$ cat config.mk
export PLATFORM = sky130hd
export DESIGN_NAME = char_lcd_command_sequencer
export DESIGN_NICKNAME = d
export VERILOG_FILES = /design/src/rtl/clcd_pkg.sv /design/src/rtl/clcd_xfer.sv /design/src/rtl/char_lcd_command_sequencer.sv
export SDC_FILE = /design/constraint.sdc
export NUM_CORES = 1
export LEC_CHECK = 0
export ABC_CLOCK_PERIOD_IN_PS = 3300
export BUFFER_PORTS_ARGS = -buffer_cell sky130_fd_sc_hd__buf_4
export CAP_MARGIN = 25
export CORE_MARGIN = 4
export CORE_UTILIZATION = 40
export CTS_BUF_LIST = sky130_fd_sc_hd__clkbuf_8
export DETAILED_ROUTE_END_ITERATION = 8
export PLACE_DENSITY = 0.68
export SLEW_MARGIN = 5
export SYNTH_ARGS = -nofsm -noshare
export SYNTH_HDL_FRONTEND = slang
export SYNTH_SLANG_ARGS = --single-unit
$ cat constraint.sdc
create_clock -name clk -period 3.3 [get_ports clk]
set_clock_uncertainty 0.1 [all_clocks]
set_input_delay 0.165 -clock clk [delete_from_list [all_inputs] [get_ports clk]]
set_output_delay 0.165 -clock clk [all_outputs]
set_load 0.005 [all_outputs]
$ cat src/rtl/clcd_pkg.sv
// Types, codes and the microcode program of the LCD command sequencer.
// No dependencies; used by clcd_xfer and char_lcd_command_sequencer.
package clcd_pkg;

    localparam int COLUMNS = 16;
    localparam int IDX_W   = $clog2(COLUMNS);
    localparam int PCT     = 100;
    localparam int ACC_W   = $clog2(127 * COLUMNS + 1);
    localparam int PC_W    = 5;

    localparam logic [2:0] REQ_INIT   = 3'd0;
    localparam logic [2:0] REQ_CLEAR  = 3'd1;
    localparam logic [2:0] REQ_CURSOR = 3'd2;
    localparam logic [2:0] REQ_CHAR   = 3'd3;
    localparam logic [2:0] REQ_BAR    = 3'd4;
    localparam logic [2:0] REQ_CLRROW = 3'd5;

    localparam logic [1:0] STAT_OK      = 2'd0;
    localparam logic [1:0] STAT_BAD_ARG = 2'd1;
    localparam logic [1:0] STAT_NO_INIT = 2'd2;
    localparam logic [1:0] STAT_RE_INIT = 2'd3;

    localparam logic [1:0] WAIT_NONE   = 2'd0;
    localparam logic [1:0] WAIT_150US  = 2'd1;
    localparam logic [1:0] WAIT_1600US = 2'd2;
    localparam logic [1:0] WAIT_10MS   = 2'd3;

    localparam logic [7:0] FS_8BIT    = 8'h38;
    localparam logic [7:0] FS_4BIT    = 8'h28;
    localparam logic [7:0] CMD_DISPON = 8'h0C;
    localparam logic [7:0] CMD_CLEAR  = 8'h01;
    localparam logic [7:0] CMD_ENTRY  = 8'h06;
    localparam logic [7:0] NIB_WAKE   = 8'h03;
    localparam logic [7:0] NIB_4BIT   = 8'h02;
    localparam logic [7:0] ROW1_BASE  = 8'h40;
    localparam logic [7:0] CMD_DDRAM  = 8'h80;
    localparam logic [7:0] CHAR_BLOCK = 8'hFF;
    localparam logic [7:0] CHAR_SPACE = 8'h20;

    localparam logic [PC_W-1:0] PC_INIT   = 5'd0;
    localparam logic [PC_W-1:0] PC_CLEAR  = 5'd10;
    localparam logic [PC_W-1:0] PC_CURSOR = 5'd11;
    localparam logic [PC_W-1:0] PC_CHAR   = 5'd12;
    localparam logic [PC_W-1:0] PC_BAR    = 5'd13;
    localparam logic [PC_W-1:0] PC_CLRROW = 5'd15;

    typedef enum logic [1:0] {
        SEQ_IDLE,
        SEQ_RUN,
        SEQ_STATUS
    } seq_state_t;

    typedef enum logic [2:0] {
        SRC_CONST,
        SRC_FS,
        SRC_CHAR,
        SRC_CURSOR,
        SRC_HOME,
        SRC_BAR
    } src_t;

    typedef struct packed {
        logic       is_byte;
        logic       rs;
        src_t       src;
        logic [7:0] value;
        logic [1:0] wait_code;
        logic       pu;
        logic       skip8;
        logic       loop;
        logic       fin;
    } uword_t;

    // one command from sequencer to transfer stage
    typedef struct packed {
        logic       xfer;
        logic       is_byte;
        logic       rs;
        logic [7:0] value;
        logic [1:0] wait_code;
        logic       pu;
        logic [1:0] status;
        logic       last;
    } cmd_t;

    typedef struct packed {
        logic       transfer_valid;
        logic       reg_select;
        logic [7:0] bus_value;
        logic       nibble_only;
        logic [1:0] wait_after;
        logic       power_up_wait;
        logic [1:0] status;
        logic       last;
    } res_t;

    function automatic uword_t ucode(input logic [PC_W-1:0] pc);
        uword_t w;
        w = '{is_byte: 1'b1, rs: 1'b0, src: SRC_CONST, value: 8'h00,
              wait_code: WAIT_NONE, pu: 1'b0, skip8: 1'b0, loop: 1'b0, fin: 1'b0};
        unique case (pc)
            5'd0:
            begin
                w.is_byte = 1'b0; w.value = NIB_WAKE; w.wait_code = WAIT_10MS; w.pu = 1'b1;
            end
            5'd1:
            begin
                w.is_byte = 1'b0; w.value = NIB_WAKE; w.wait_code = WAIT_10MS;
            end
            5'd2:
            begin
                w.is_byte = 1'b0; w.value = NIB_WAKE; w.wait_code = WAIT_150US;
            end
            5'd3:
            begin
                w.is_byte = 1'b0; w.value = NIB_4BIT; w.skip8 = 1'b1;
            end
            5'd4:
            begin
                w.src = SRC_FS; w.wait_code = WAIT_10MS;
            end
            5'd5:
            begin
                w.src = SRC_FS; w.wait_code = WAIT_150US;
            end
            5'd6:      w.src = SRC_FS;
            5'd7:      w.value = CMD_DISPON;
            5'd8:
            begin
                w.value = CMD_CLEAR; w.wait_code = WAIT_1600US;
            end
            5'd9:
            begin
                w.value = CMD_ENTRY; w.wait_code = WAIT_10MS; w.fin = 1'b1;
            end
            5'd10:
            begin
                w.value = CMD_CLEAR; w.wait_code = WAIT_1600US; w.fin = 1'b1;
            end
            5'd11:
            begin
                w.src = SRC_CURSOR; w.fin = 1'b1;
            end
            5'd12:
            begin
                w.src = SRC_CHAR; w.rs = 1'b1; w.fin = 1'b1;
            end
            5'd13:     w.src = SRC_HOME;
            5'd14:
            begin
                w.src = SRC_BAR; w.rs = 1'b1; w.loop = 1'b1; w.fin = 1'b1;
            end
            5'd15:     w.src = SRC_HOME;
            5'd16:
            begin
                w.value = CHAR_SPACE; w.rs = 1'b1; w.loop = 1'b1;
            end
            5'd17:
            begin
                w.src = SRC_HOME; w.fin = 1'b1;
            end
            default:   w.fin = 1'b1;
        endcase
        return w;
    endfunction

endpackage

$ cat src/rtl/clcd_xfer.sv
// Transfer stage: output register with valid/stall and 4-bit nibble split.
// Depends on clcd_pkg.
module clcd_xfer
    import clcd_pkg::*;
(
    input  logic clk,
    input  logic rst_n,
    input  logic bw8,
    input  logic cmd_valid,
    input  cmd_t cmd,
    output logic cmd_ready,
    output logic out_valid,
    input  logic out_stall,
    output res_t res
);

    logic       ov_reg, ov_next;
    logic       pend_reg, pend_next;
    res_t       res_reg, res_next;
    res_t       lo_reg, lo_next;
    logic       free;
    logic       split;

    assign free      = ~ov_reg | ~out_stall;
    assign cmd_ready = free & ~pend_reg;
    assign split     = cmd.xfer & cmd.is_byte & ~bw8;

    always_comb
    begin
        ov_next   = ov_reg;
        pend_next = pend_reg;
        res_next  = res_reg;
        lo_next   = lo_reg;
        if (free)
        begin
            if (pend_reg)
            begin
                ov_next   = 1'b1;
                pend_next = 1'b0;
                res_next  = lo_reg;
            end
            else if (cmd_valid)
            begin
                ov_next                 = 1'b1;
                res_next.transfer_valid = cmd.xfer;
                res_next.reg_select     = cmd.rs;
                res_next.power_up_wait  = cmd.pu;
                res_next.status         = cmd.status;
                if (split)
                begin
                    pend_next              = 1'b1;
                    res_next.bus_value     = {4'b0, cmd.value[7:4]};
                    res_next.nibble_only   = 1'b1;
                    res_next.wait_after    = WAIT_NONE;
                    res_next.last          = 1'b0;
                    lo_next                = res_next;
                    lo_next.bus_value      = {4'b0, cmd.value[3:0]};
                    lo_next.wait_after     = cmd.wait_code;
                    lo_next.power_up_wait  = 1'b0;
                    lo_next.last           = cmd.last;
                end
                else
                begin
                    res_next.bus_value   = cmd.is_byte ? cmd.value : {4'b0, cmd.value[3:0]};
                    res_next.nibble_only = cmd.xfer & ~cmd.is_byte;
                    res_next.wait_after  = cmd.wait_code;
                    res_next.last        = cmd.last;
                end
            end
            else
            begin
                ov_next = 1'b0;
            end
        end
    end

    always_ff @(posedge clk or negedge rst_n)
    begin
        if (!rst_n)
        begin
            ov_reg   <= 1'b0;
            pend_reg <= 1'b0;
        end
        else
        begin
            ov_reg   <= ov_next;
            pend_reg <= pend_next;
        end
    end

    always_ff @(posedge clk)
    begin
        res_reg <= res_next;
        lo_reg  <= lo_next;
    end

    assign out_valid = ov_reg;
    assign res       = res_reg;

endmodule

$ cat src/rtl/char_lcd_command_sequencer.sv
// Character LCD command sequencer top level: request decode, microcoded step sequencer,
// APB register. Depends on clcd_pkg and clcd_xfer.
// A request is first registered in the sequencer, then each result in the transfer stage output register.
// Throughput: one step per cycle unless the output stalls; a split byte in 4-bit mode holds
// the sequencer until its low nibble goes out, and a new request is taken only when it is idle.
// Reset: asynchronous, active low; display marked not initialized, bus width 8 bits.
module char_lcd_command_sequencer
    import clcd_pkg::*;
(
    input  logic        clk,
    input  logic        rst_n,
    input  logic        psel,
    input  logic        penable,
    input  logic        pwrite,
    input  logic [2:0]  paddr,
    input  logic [31:0] pwdata,
    output logic [31:0] prdata,
    output logic        pready,
    input  logic        in_valid,
    output logic        in_stall,
    input  logic [2:0]  req_type,
    input  logic [1:0]  row,
    input  logic [4:0]  col,
    input  logic [7:0]  char_code,
    input  logic [6:0]  progress,
    output logic        out_valid,
    input  logic        out_stall,
    output logic        transfer_valid,
    output logic        reg_select,
    output logic [7:0]  bus_value,
    output logic        nibble_only,
    output logic [1:0]  wait_after,
    output logic        power_up_wait,
    output logic [1:0]  status,
    output logic        last
);

    seq_state_t       state_reg, state_next;
    logic [PC_W-1:0]  pc_reg, pc_next;
    logic [IDX_W-1:0] idx_reg, idx_next;
    logic [ACC_W-1:0] thr_reg, thr_next;
    logic [ACC_W-1:0] x_reg, x_next;
    logic             row_reg, row_next;
    logic [4:0]       col_reg, col_next;
    logic [7:0]       char_reg, char_next;
    logic [1:0]       stat_reg, stat_next;
    logic             init_reg, init_next;
    logic             bw8_reg;

    logic             in_accept;
    logic             bad_arg;
    logic             dec_run;
    logic [1:0]       dec_stat;
    logic [PC_W-1:0]  dec_pc;
    uword_t           uw;
    logic             skip;
    logic             loop_more;
    logic             cmd_valid;
    logic             cmd_ready;
    cmd_t             cmd;
    res_t             res;
    logic             cfg_wr;

    // APB register
    assign pready = 1'b1;
    assign cfg_wr = psel & penable & pwrite;
    assign prdata = (paddr[2] == 1'b0) ? {31'b0, bw8_reg} : 32'b0;

    always_ff @(posedge clk or negedge rst_n)
    begin
        if (!rst_n)
            bw8_reg <= 1'b1;
        else if (cfg_wr && paddr[2] == 1'b0)
            bw8_reg <= pwdata[0];
    end

    assign in_stall  = (state_reg != SEQ_IDLE);
    assign in_accept = in_valid & ~in_stall;

    // request check
    always_comb
    begin
        bad_arg = 1'b0;
        unique case (req_type) inside
            REQ_CURSOR: bad_arg = row[1] | (ACC_W'(col) >= ACC_W'(COLUMNS));
            REQ_BAR:    bad_arg = row[1] | (progress > 7'(PCT));
            REQ_CLRROW: bad_arg = row[1];
            REQ_INIT, REQ_CLEAR, REQ_CHAR: bad_arg = 1'b0;
            default:    bad_arg = 1'b1;
        endcase
    end

    always_comb
    begin
        dec_run  = 1'b0;
        dec_stat = STAT_OK;
        dec_pc   = PC_INIT;
        if (bad_arg)
            dec_stat = STAT_BAD_ARG;
        else if (req_type == REQ_INIT)
        begin
            if (init_reg)
                dec_stat = STAT_RE_INIT;
            else
                dec_run = 1'b1;
        end
        else if (!init_reg)
            dec_stat = STAT_NO_INIT;
        else
        begin
            dec_run = 1'b1;
            unique case (req_type)
                REQ_CLEAR:  dec_pc = PC_CLEAR;
                REQ_CURSOR: dec_pc = PC_CURSOR;
                REQ_CHAR:   dec_pc = PC_CHAR;
                REQ_BAR:    dec_pc = PC_BAR;
                REQ_CLRROW: dec_pc = PC_CLRROW;
                default:    dec_pc = PC_INIT;
            endcase
        end
    end

    assign uw        = ucode(pc_reg);
    assign skip      = uw.skip8 & bw8_reg;
    assign loop_more = uw.loop & (idx_reg != IDX_W'(COLUMNS - 1));

    // next state
    always_comb
    begin
        state_next = state_reg;
        pc_next    = pc_reg;
        idx_next   = idx_reg;
        thr_next   = thr_reg;
        x_next     = x_reg;
        row_next   = row_reg;
        col_next   = col_reg;
        char_next  = char_reg;
        stat_next  = stat_reg;
        init_next  = init_reg;
        unique case (state_reg)
            SEQ_IDLE:
            begin
                if (in_accept)
                begin
                    pc_next    = dec_pc;
                    idx_next   = '0;
                    thr_next   = ACC_W'(PCT);
                    x_next     = ACC_W'(progress) * ACC_W'(COLUMNS);
                    row_next   = row[0];
                    col_next   = col;
                    char_next  = char_code;
                    stat_next  = dec_stat;
                    state_next = dec_run ? SEQ_RUN : SEQ_STATUS;
                    if (dec_run && req_type == REQ_INIT)
                        init_next = 1'b1;
                end
            end
            SEQ_RUN:
            begin
                if (skip)
                    pc_next = pc_reg + 1'b1;
                else if (cmd_ready)
                begin
                    if (loop_more)
                    begin
                        idx_next = idx_reg + 1'b1;
                        thr_next = thr_reg + ACC_W'(PCT);
                    end
                    else
                    begin
                        idx_next = '0;
                        thr_next = ACC_W'(PCT);
                        if (uw.fin)
                            state_next = SEQ_IDLE;
                        else
                            pc_next = pc_reg + 1'b1;
                    end
                end
            end
            SEQ_STATUS:
            begin
                if (cmd_ready)
                    state_next = SEQ_IDLE;
            end
            default: state_next = SEQ_IDLE;
        endcase
    end

    // command to transfer stage
    always_comb
    begin
        cmd_valid     = 1'b0;
        cmd.xfer      = 1'b1;
        cmd.is_byte   = uw.is_byte;
        cmd.rs        = uw.rs;
        cmd.wait_code = uw.wait_code;
        cmd.pu        = uw.pu;
        cmd.status    = STAT_OK;
        cmd.last      = uw.fin & ~loop_more;
        unique case (uw.src)
            SRC_FS:     cmd.value = bw8_reg ? FS_8BIT : FS_4BIT;
            SRC_CHAR:   cmd.value = char_reg;
            SRC_CURSOR: cmd.value = CMD_DDRAM + (row_reg ? ROW1_BASE : 8'h00) + 8'(col_reg);
            SRC_HOME:   cmd.value = CMD_DDRAM + (row_reg ? ROW1_BASE : 8'h00);
            SRC_BAR:    cmd.value = (thr_reg <= x_reg) ? CHAR_BLOCK : CHAR_SPACE;
            default:    cmd.value = uw.value;
        endcase
        unique case (state_reg)
            SEQ_RUN:    cmd_valid = ~skip;
            SEQ_STATUS:
            begin
                cmd_valid     = 1'b1;
                cmd.xfer      = 1'b0;
                cmd.is_byte   = 1'b0;
                cmd.rs        = 1'b0;
                cmd.value     = 8'h00;
                cmd.wait_code = WAIT_NONE;
                cmd.pu        = 1'b0;
                cmd.status    = stat_reg;
                cmd.last      = 1'b1;
            end
            default:    cmd_valid = 1'b0;
        endcase
    end

    always_ff @(posedge clk or negedge rst_n)
    begin
        if (!rst_n)
        begin
            state_reg <= SEQ_IDLE;
            init_reg  <= 1'b0;
            pc_reg    <= '0;
            idx_reg   <= '0;
        end
        else
        begin
            state_reg <= state_next;
            init_reg  <= init_next;
            pc_reg    <= pc_next;
            idx_reg   <= idx_next;
        end
    end

    always_ff @(posedge clk)
    begin
        thr_reg  <= thr_next;
        x_reg    <= x_next;
        row_reg  <= row_next;
        col_reg  <= col_next;
        char_reg <= char_next;
        stat_reg <= stat_next;
    end

    clcd_xfer u_xfer (
        .clk       (clk),
        .rst_n     (rst_n),
        .bw8       (bw8_reg),
        .cmd_valid (cmd_valid),
        .cmd       (cmd),
        .cmd_ready (cmd_ready),
        .out_valid (out_valid),
        .out_stall (out_stall),
        .res       (res)
    );

    assign transfer_valid = res.transfer_valid;
    assign reg_select     = res.reg_select;
    assign bus_value      = res.bus_value;
    assign nibble_only    = res.nibble_only;
    assign wait_after     = res.wait_after;
    assign power_up_wait  = res.power_up_wait;
    assign status         = res.status;
    assign last           = res.last;

endmodule

==> results of run 1 <==
[through the flow]
stage                     utilization (%)  hold WS, ns  setup WS (ns)
after floorplan                         -      -0.2306         0.5902
after global placement              45.16     -0.06191         0.5392
after detailed placement            45.16     -0.05751         0.5256
after CTS                           49.29      0.06193         0.4684
after global routing                49.29      0.08221         0.1981
final                               49.29      0.07450         0.4449
[power groups by stage]
| stage | Sequential, mW | Clock (mW) | Combinational, mW |
|---|---|---|---|
| 6_report | 1.50 | 0.775 | 1.33 |
| 3_5_place_dp | 1.52 | 0 | 1.29 |
| 2_1_floorplan | 1.49 | 0 | 0.904 |
| 3_3_place_gp | 1.51 | 0 | 1.25 |
| 4_1_cts | 1.50 | 0.795 | 1.33 |
| 5_1_grt | 1.53 | 0.829 | 1.50 |
[path summary, 6_finish.rpt]
kind                                                 to  slack, ns
worst max-delay path            u_xfer.res[7]$_DFFE_PP_       0.44
worst min-delay path                bw8_reg$_DFFE_PN1P_       0.07
worst max register to register  u_xfer.res[7]$_DFFE_PP_       0.44
worst min register to register     init_reg$_DFFE_PN0P_       0.39
max in group asynchronous           bw8_reg$_DFFE_PN1P_       2.75
min in group asynchronous         pc_reg[0]$_DFFE_PN0P_       0.10
[final cells by class]
cell class | instances | area share [%]
clock inverter | 7 | 1.664
clock buffer | 9 | 2.288
sequential | 77 | 41.35
tap | 140 | 3.235
multi-input combinational | 316 | 37.12
inverter | 27 | 1.872
timing repair buffer | 82 | 12.48
[metal layers]
| metal | share of wire (%) | GRT usage [%] | vias to the layer above |
|---|---|---|---|
| met5 | 0 | 0 | - |
| met4 | 0.99 | 4.355 | 0 |
| met3 | 6.5 | 3.436 | 8 |
| met2 | 47 | 24.29 | 97 |
| met1 | 45 | 19.99 | 1611 |
| li1 | - | - | 1674 |
[tightest hold or removal path: stages]
cell,delay [ns]
buf_4,0.08
nand4b_1,0.10
mux2_2,0.15
[cell families after synthesis]
family	Yosys count	share of synthesized area, %
AOI/OAI and AO/OA	96	15.11
adders and majority gates	21	5.788
DFF	77	49.31
other	2	0.1654
and+or+nand+nor	148	16.57
buffers and inverters	73	8.903
xor gates and xnor gates	5	0.9649
muxes	14	3.197
[cell usage in the layout, fill, tap and decap left out, types with 9 or more instances in the layout]
master and count:
nand2_1 35, buf_4 58, ha_1 21, nand3_1 14, nor2_1 41, nor2b_1 9
edfxtp_1 62, dfrtp_1 14, dlygate4sd3_1 24, mux2i_1 10, conb_1 32, inv_1 28
nor3_1 9, a21oi_1 15, o21ai_0 23, clkbuf_8 9
[timing repair]
item | 4_1_cts | 5_1_grt
hold buffers | 24 | 0
setup buffers | 0 | 0
endpoints found under the hold margin | 38 | 0
==> flow_summary.toml, run 1 <==
[outcome]
status = "finished, final reports clean"

[synthesis]
synth_edf_count = 62
synthFlopType = "edfxtp_1"
ys_types = 72
synthArstFlopShare_pct = 19.48
syn_avg_cell_area_sq_um = 10.41
synth_top_area_share_pct = 41.01
ys_top_cells_by_area = "edfxtp_1, dfrtp_1, ha_1"
synth_area_sq_um = 4539
ys_warn_count = 0
synth_most_common_cell = "edfxtp_1"
syn_inst = 436
yosys.area.top_type = "edfxtp_1"
yosys-top-cells-count = "edfxtp_1, nor2_1, nand2_1"
synth-seq-area-share_pct = 49.31
synth-seq-cells = 77

[floorplan]
ios = 119
fp-row-count = 38
die_x_microns = 114.5
die_h_microns = 114.5
coreArea_sq_um = 10980
die_area_sq_um = 13120
initial_core_util_pct = 41.33

[cts]
cts_root_buffer = "clkbuf_8"
cts_tree = "built"
clock-sinks = 77
insertion_delay_ns = 0.35
htree_levels = 3
cts.clk_slew.worst_paths_ns = 0.08
cts_resized = 0
cts.path.max_buffers = 2
cts_buffers = 9

[timing]
rsz0062_at_grt = "false"
maxSlewHeadroom_pct = 55.61
finalSetupTns_ns = 0
setup_viol = 0
fmax_ghz = 0.3502
slew_viol_final = 0
period_share_pct = 86.52
hold_violations = 0
min_period_ns = 2.855
worst_pin_slew_ns = 0.6658

[placed_design]
placed_area_sq_um = 4960
finalWeightedCongestion = 0.8783
io_buffers = 53
dp_cells = 618
dp_hpwl_mm = 6.959

[setup_path]
crit_slowest_cell = "or3_4"
critPathLaunchType = "flip-flop"
crit_fanout = 11
max_stage_delay_ns = 0.44
path_cells = "inv_1 -> ha_1 -> or3_4 -> a21oi_2 -> mux2i_1 -> nor2_1 -> o31ai_1 -> o211ai_1"
crit_start = "pc_reg[1]$_DFFE_PN0P_"
cp.arrival_ns = 2.84
crit_buf_inv = 1
cp.depth = 8
path_class = "reg2reg"
r2r_start = "pc_reg[1]$_DFFE_PN0P_"
end_kind = "flip-flop"
reg2regPathDepth = 8
required_ns = 3.28
cp_top_family = "compound AO/OA/AOI/OAI gates"

[power_and_ir_drop]
power.total_mw = 3.596
p_leak_nw = 2.297
clkPwrFrac_pct = 21.5
p_int_mw = 2.351
p_seq_share_pct = 41.6
vdd_drop_max_mv = 0.2486
netSwitchingFraction_pct = 34.61
power.switching_mw = 1.245
power_frac_comb_pct = 36.9
powerDensity_nw_per_um2 = 664.2

[route]
routed_wl_mm = 9.460
remaining_drc_errors = 0
final_antenna_net_count = 0
vias = 3390
drtIter0Drc = 185
via_per_inst = 5.152
first_pass_iters = 5
wire_per_inst_microns = 14.38

[global_route]
grt_max_degree = 25
grt_pass1_wl_mm = 15.79
antenna_found_initial = 0
grt_overflow_total = 0
track_usage_pct = 14.95
grt_pass1_vias = 3372

[cells_and_area]
final_nets = 601
multi_input_area_sq_um = 2009
seq_area_sq_um = 2238
drive_gt1_share_pct = 17.57
fin_cells = 658
num_antenna_cells = 0
largest_reg_flops = 17
nFillCells = 1009
area_delta_synth_final_pct = 19.27
fin_area_sq_um = 5414

[worst_hold_path]
holdPathStages = 3
hold_path_startpoint = "paddr[2]"
min_path_type = "in2reg"

[job]
drv_cap = 0
Note: power is estimated with default switching activity, not from simulation.
==> run 2: changes to the inputs <==
- ABC_CLOCK_PERIOD_IN_PS: 3300 -> 3000
- clock period: 3.3 -> 3 ns (I/O delays scaled with it)
==> flow_summary.toml, run 2 (synthesis gave the netlist of run 1 again) <==
[outcome]
status = "finished, final reports clean"

[timing]
worst_pin_slew_ns = 0.6735
min_period_ns = 2.802
fin_hold_ws_ns = 0.06279
setup_ws_ns = 0.1983
rsz0062_at_grt = "false"
setup_viol = 0
period_share_pct = 93.39
maxSlewHeadroom_pct = 55.10
finalSetupTns_ns = 0
slew_viol_final = 0
fmax_ghz = 0.3569
hold_violations = 0

[route]
wl_met1_mm = 4.348
via_per_inst = 5.105
wl_met3_microns = 517
top_layer_used = "met4"
remaining_drc_errors = 0
routed_wl_mm = 9.612
dr_wl_met2_mm = 4.500
vias = 3395
final_antenna_net_count = 0
first_pass_iters = 5
drtIter0Drc = 224
wire_per_inst_microns = 14.45

[placed_design]
finalWeightedCongestion = 0.8722
dp_hpwl_mm = 7.046
dp_slack_ns = 0.2289
io_buffers = 53

[cells_and_area]
largest_reg_flops = 17
final_nets = 608
seq_area_sq_um = 2238
nFillCells = 1005
layout_commonest_cell = "buf_4"
drive_gt1_share_pct = 18.86
num_antenna_cells = 0
multi_input_area_sq_um = 2009
final_cell_mix = "buf_4, edfxtp_1, nor2_1"
area_delta_synth_final_pct = 20.07

[global_route]
track_usage_pct = 14.93
grt_max_degree = 25
antenna_found_initial = 0
grt_pass1_wl_mm = 15.61
grt_pass1_vias = 3289
grt_overflow_total = 0

[cts]
clock-sinks = 77
cts.clk_slew.worst_paths_ns = 0.09
cts_resized = 0
cts_tree = "built"
cts_buffers = 9
cts.path.max_buffers = 2
cts_root_buffer = "clkbuf_8"
htree_levels = 3
cts_setup_buffers = 0
insertion_delay_ns = 0.36

[setup_path]
cp_common_cell = "or3_1"
crit_slowest_cell = "dfrtp_1"
crit_end = "u_xfer.res[11]$_SDFFCE_PP0P_"
max_stage_delay_ns = 0.44
r2r-end = "u_xfer.res[11]$_SDFFCE_PP0P_"
required_ns = 3.12
cp.arrival_ns = 2.92
critPathLaunchType = "flip-flop"
r2r_start = "pc_reg[1]$_DFFE_PN0P_"
reg2regPathDepth = 8
crit_fanout = 11
path_cells = "inv_1 -> ha_1 -> or2_1 -> o31ai_2 -> o21ai_0 -> or3_1 -> or3_1 -> nor2_1"
path_class = "reg2reg"
end_kind = "flip-flop"
crit_start = "pc_reg[1]$_DFFE_PN0P_"
r2r_slack_ns = 0.20

[floorplan]
die_x_microns = 114.5
die_h_microns = 114.5
fp-row-count = 38
initial_core_util_pct = 41.33
coreArea_sq_um = 10980
ios = 119
die_area_sq_um = 13120

[power_and_ir_drop]
powerDensity_nw_per_um2 = 721.5
p_leak_nw = 2.308
vdd_drop_max_mv = 0.3512

[job]
drv_cap = 0

[worst_hold_path]
hold_path_startpoint = "paddr[2]"
min_path_type = "in2reg"
run 2: cell types whose count changed in the layout (fill, tap and decap cells not counted), sizes merged:
| cell | change |
|---|---|
| buf | +7 |
| clkinvlp | +3 |
| clkinv | -2 |
| bufinv | -1 |
run 2: how the worst min path moves through the flow:
stage                     cells after the start                      to  slack [ns]
after floorplan                               0  idx_reg[0]$_DFFE_PN0P_       -0.25
after global placement                        1   pc_reg[3]$_DFFE_PN0P_       -0.08
after detailed placement                      1   pc_reg[3]$_DFFE_PN0P_       -0.08
after CTS                                     3     bw8_reg$_DFFE_PN1P_        0.06
after global routing                          3     bw8_reg$_DFFE_PN1P_        0.06
final                                         3     bw8_reg$_DFFE_PN1P_        0.06
run 2: metal layers:
metal | up-vias | GRT usage, %
met5 | - | 0
met4 | 0 | 6.017
met3 | 19 | 2.590
met2 | 105 | 24.29
met1 | 1575 | 19.75
li1 | 1696 | -
run 2: worst max-delay path: cells and delay by family, from the launching register on:
| family | cells | cell delay, ns |
|---|---|---|
| buffers and inverters | 1 | 0.09 |
| adder cells (fa/ha/maj) | 1 | 0.31 |
| AND/OR/NAND/NOR | 4 | 1.19 |
| AO/OA/AOI/OAI | 2 | 0.54 |
| flip-flops | 1 | 0.44 |
run 2: cell type report:
| type | count | area share, % |
|---|---|---|
| clock inverters | 7 | 1.354 |
| well taps | 140 | 3.214 |
| repair buffers | 89 | 13.36 |
| clock buffers | 9 | 2.273 |
| flip-flops and latches | 77 | 41.07 |
| inverters | 27 | 1.859 |
| multi-input cells | 316 | 36.87 |
run 2: metrics by stage:
step | total power [mW] | utilization (%) | std cells | area, sq um
finish | 3.932 | 49.62 | 665 | 5450
global route | 4.197 | 49.62 | 665 | 5450
CTS | 3.947 | 49.62 | 665 | 5450
detailed placement | 3.124 | 45.64 | 625 | 5012
global placement | 3.069 | 45.64 | 625 | 5012
floorplan | 2.631 | - | 466 | 4652
run 2: repair_timing:
action                                  in CTS  in global routing
endpoints found under the setup margin       0                  1
hold buffers                                24                  0
endpoints found under the hold margin       38                  0
run 2: power breakdown:
| group | internal (mW) | switching, mW | total, mW |
|---|---|---|---|
| registers | 1.50 | 0.153 | 1.65 |
| clock network | 0.387 | 0.413 | 0.800 |
| logic | 0.645 | 0.835 | 1.48 |
| total | 2.53 | 1.40 | 3.93 |
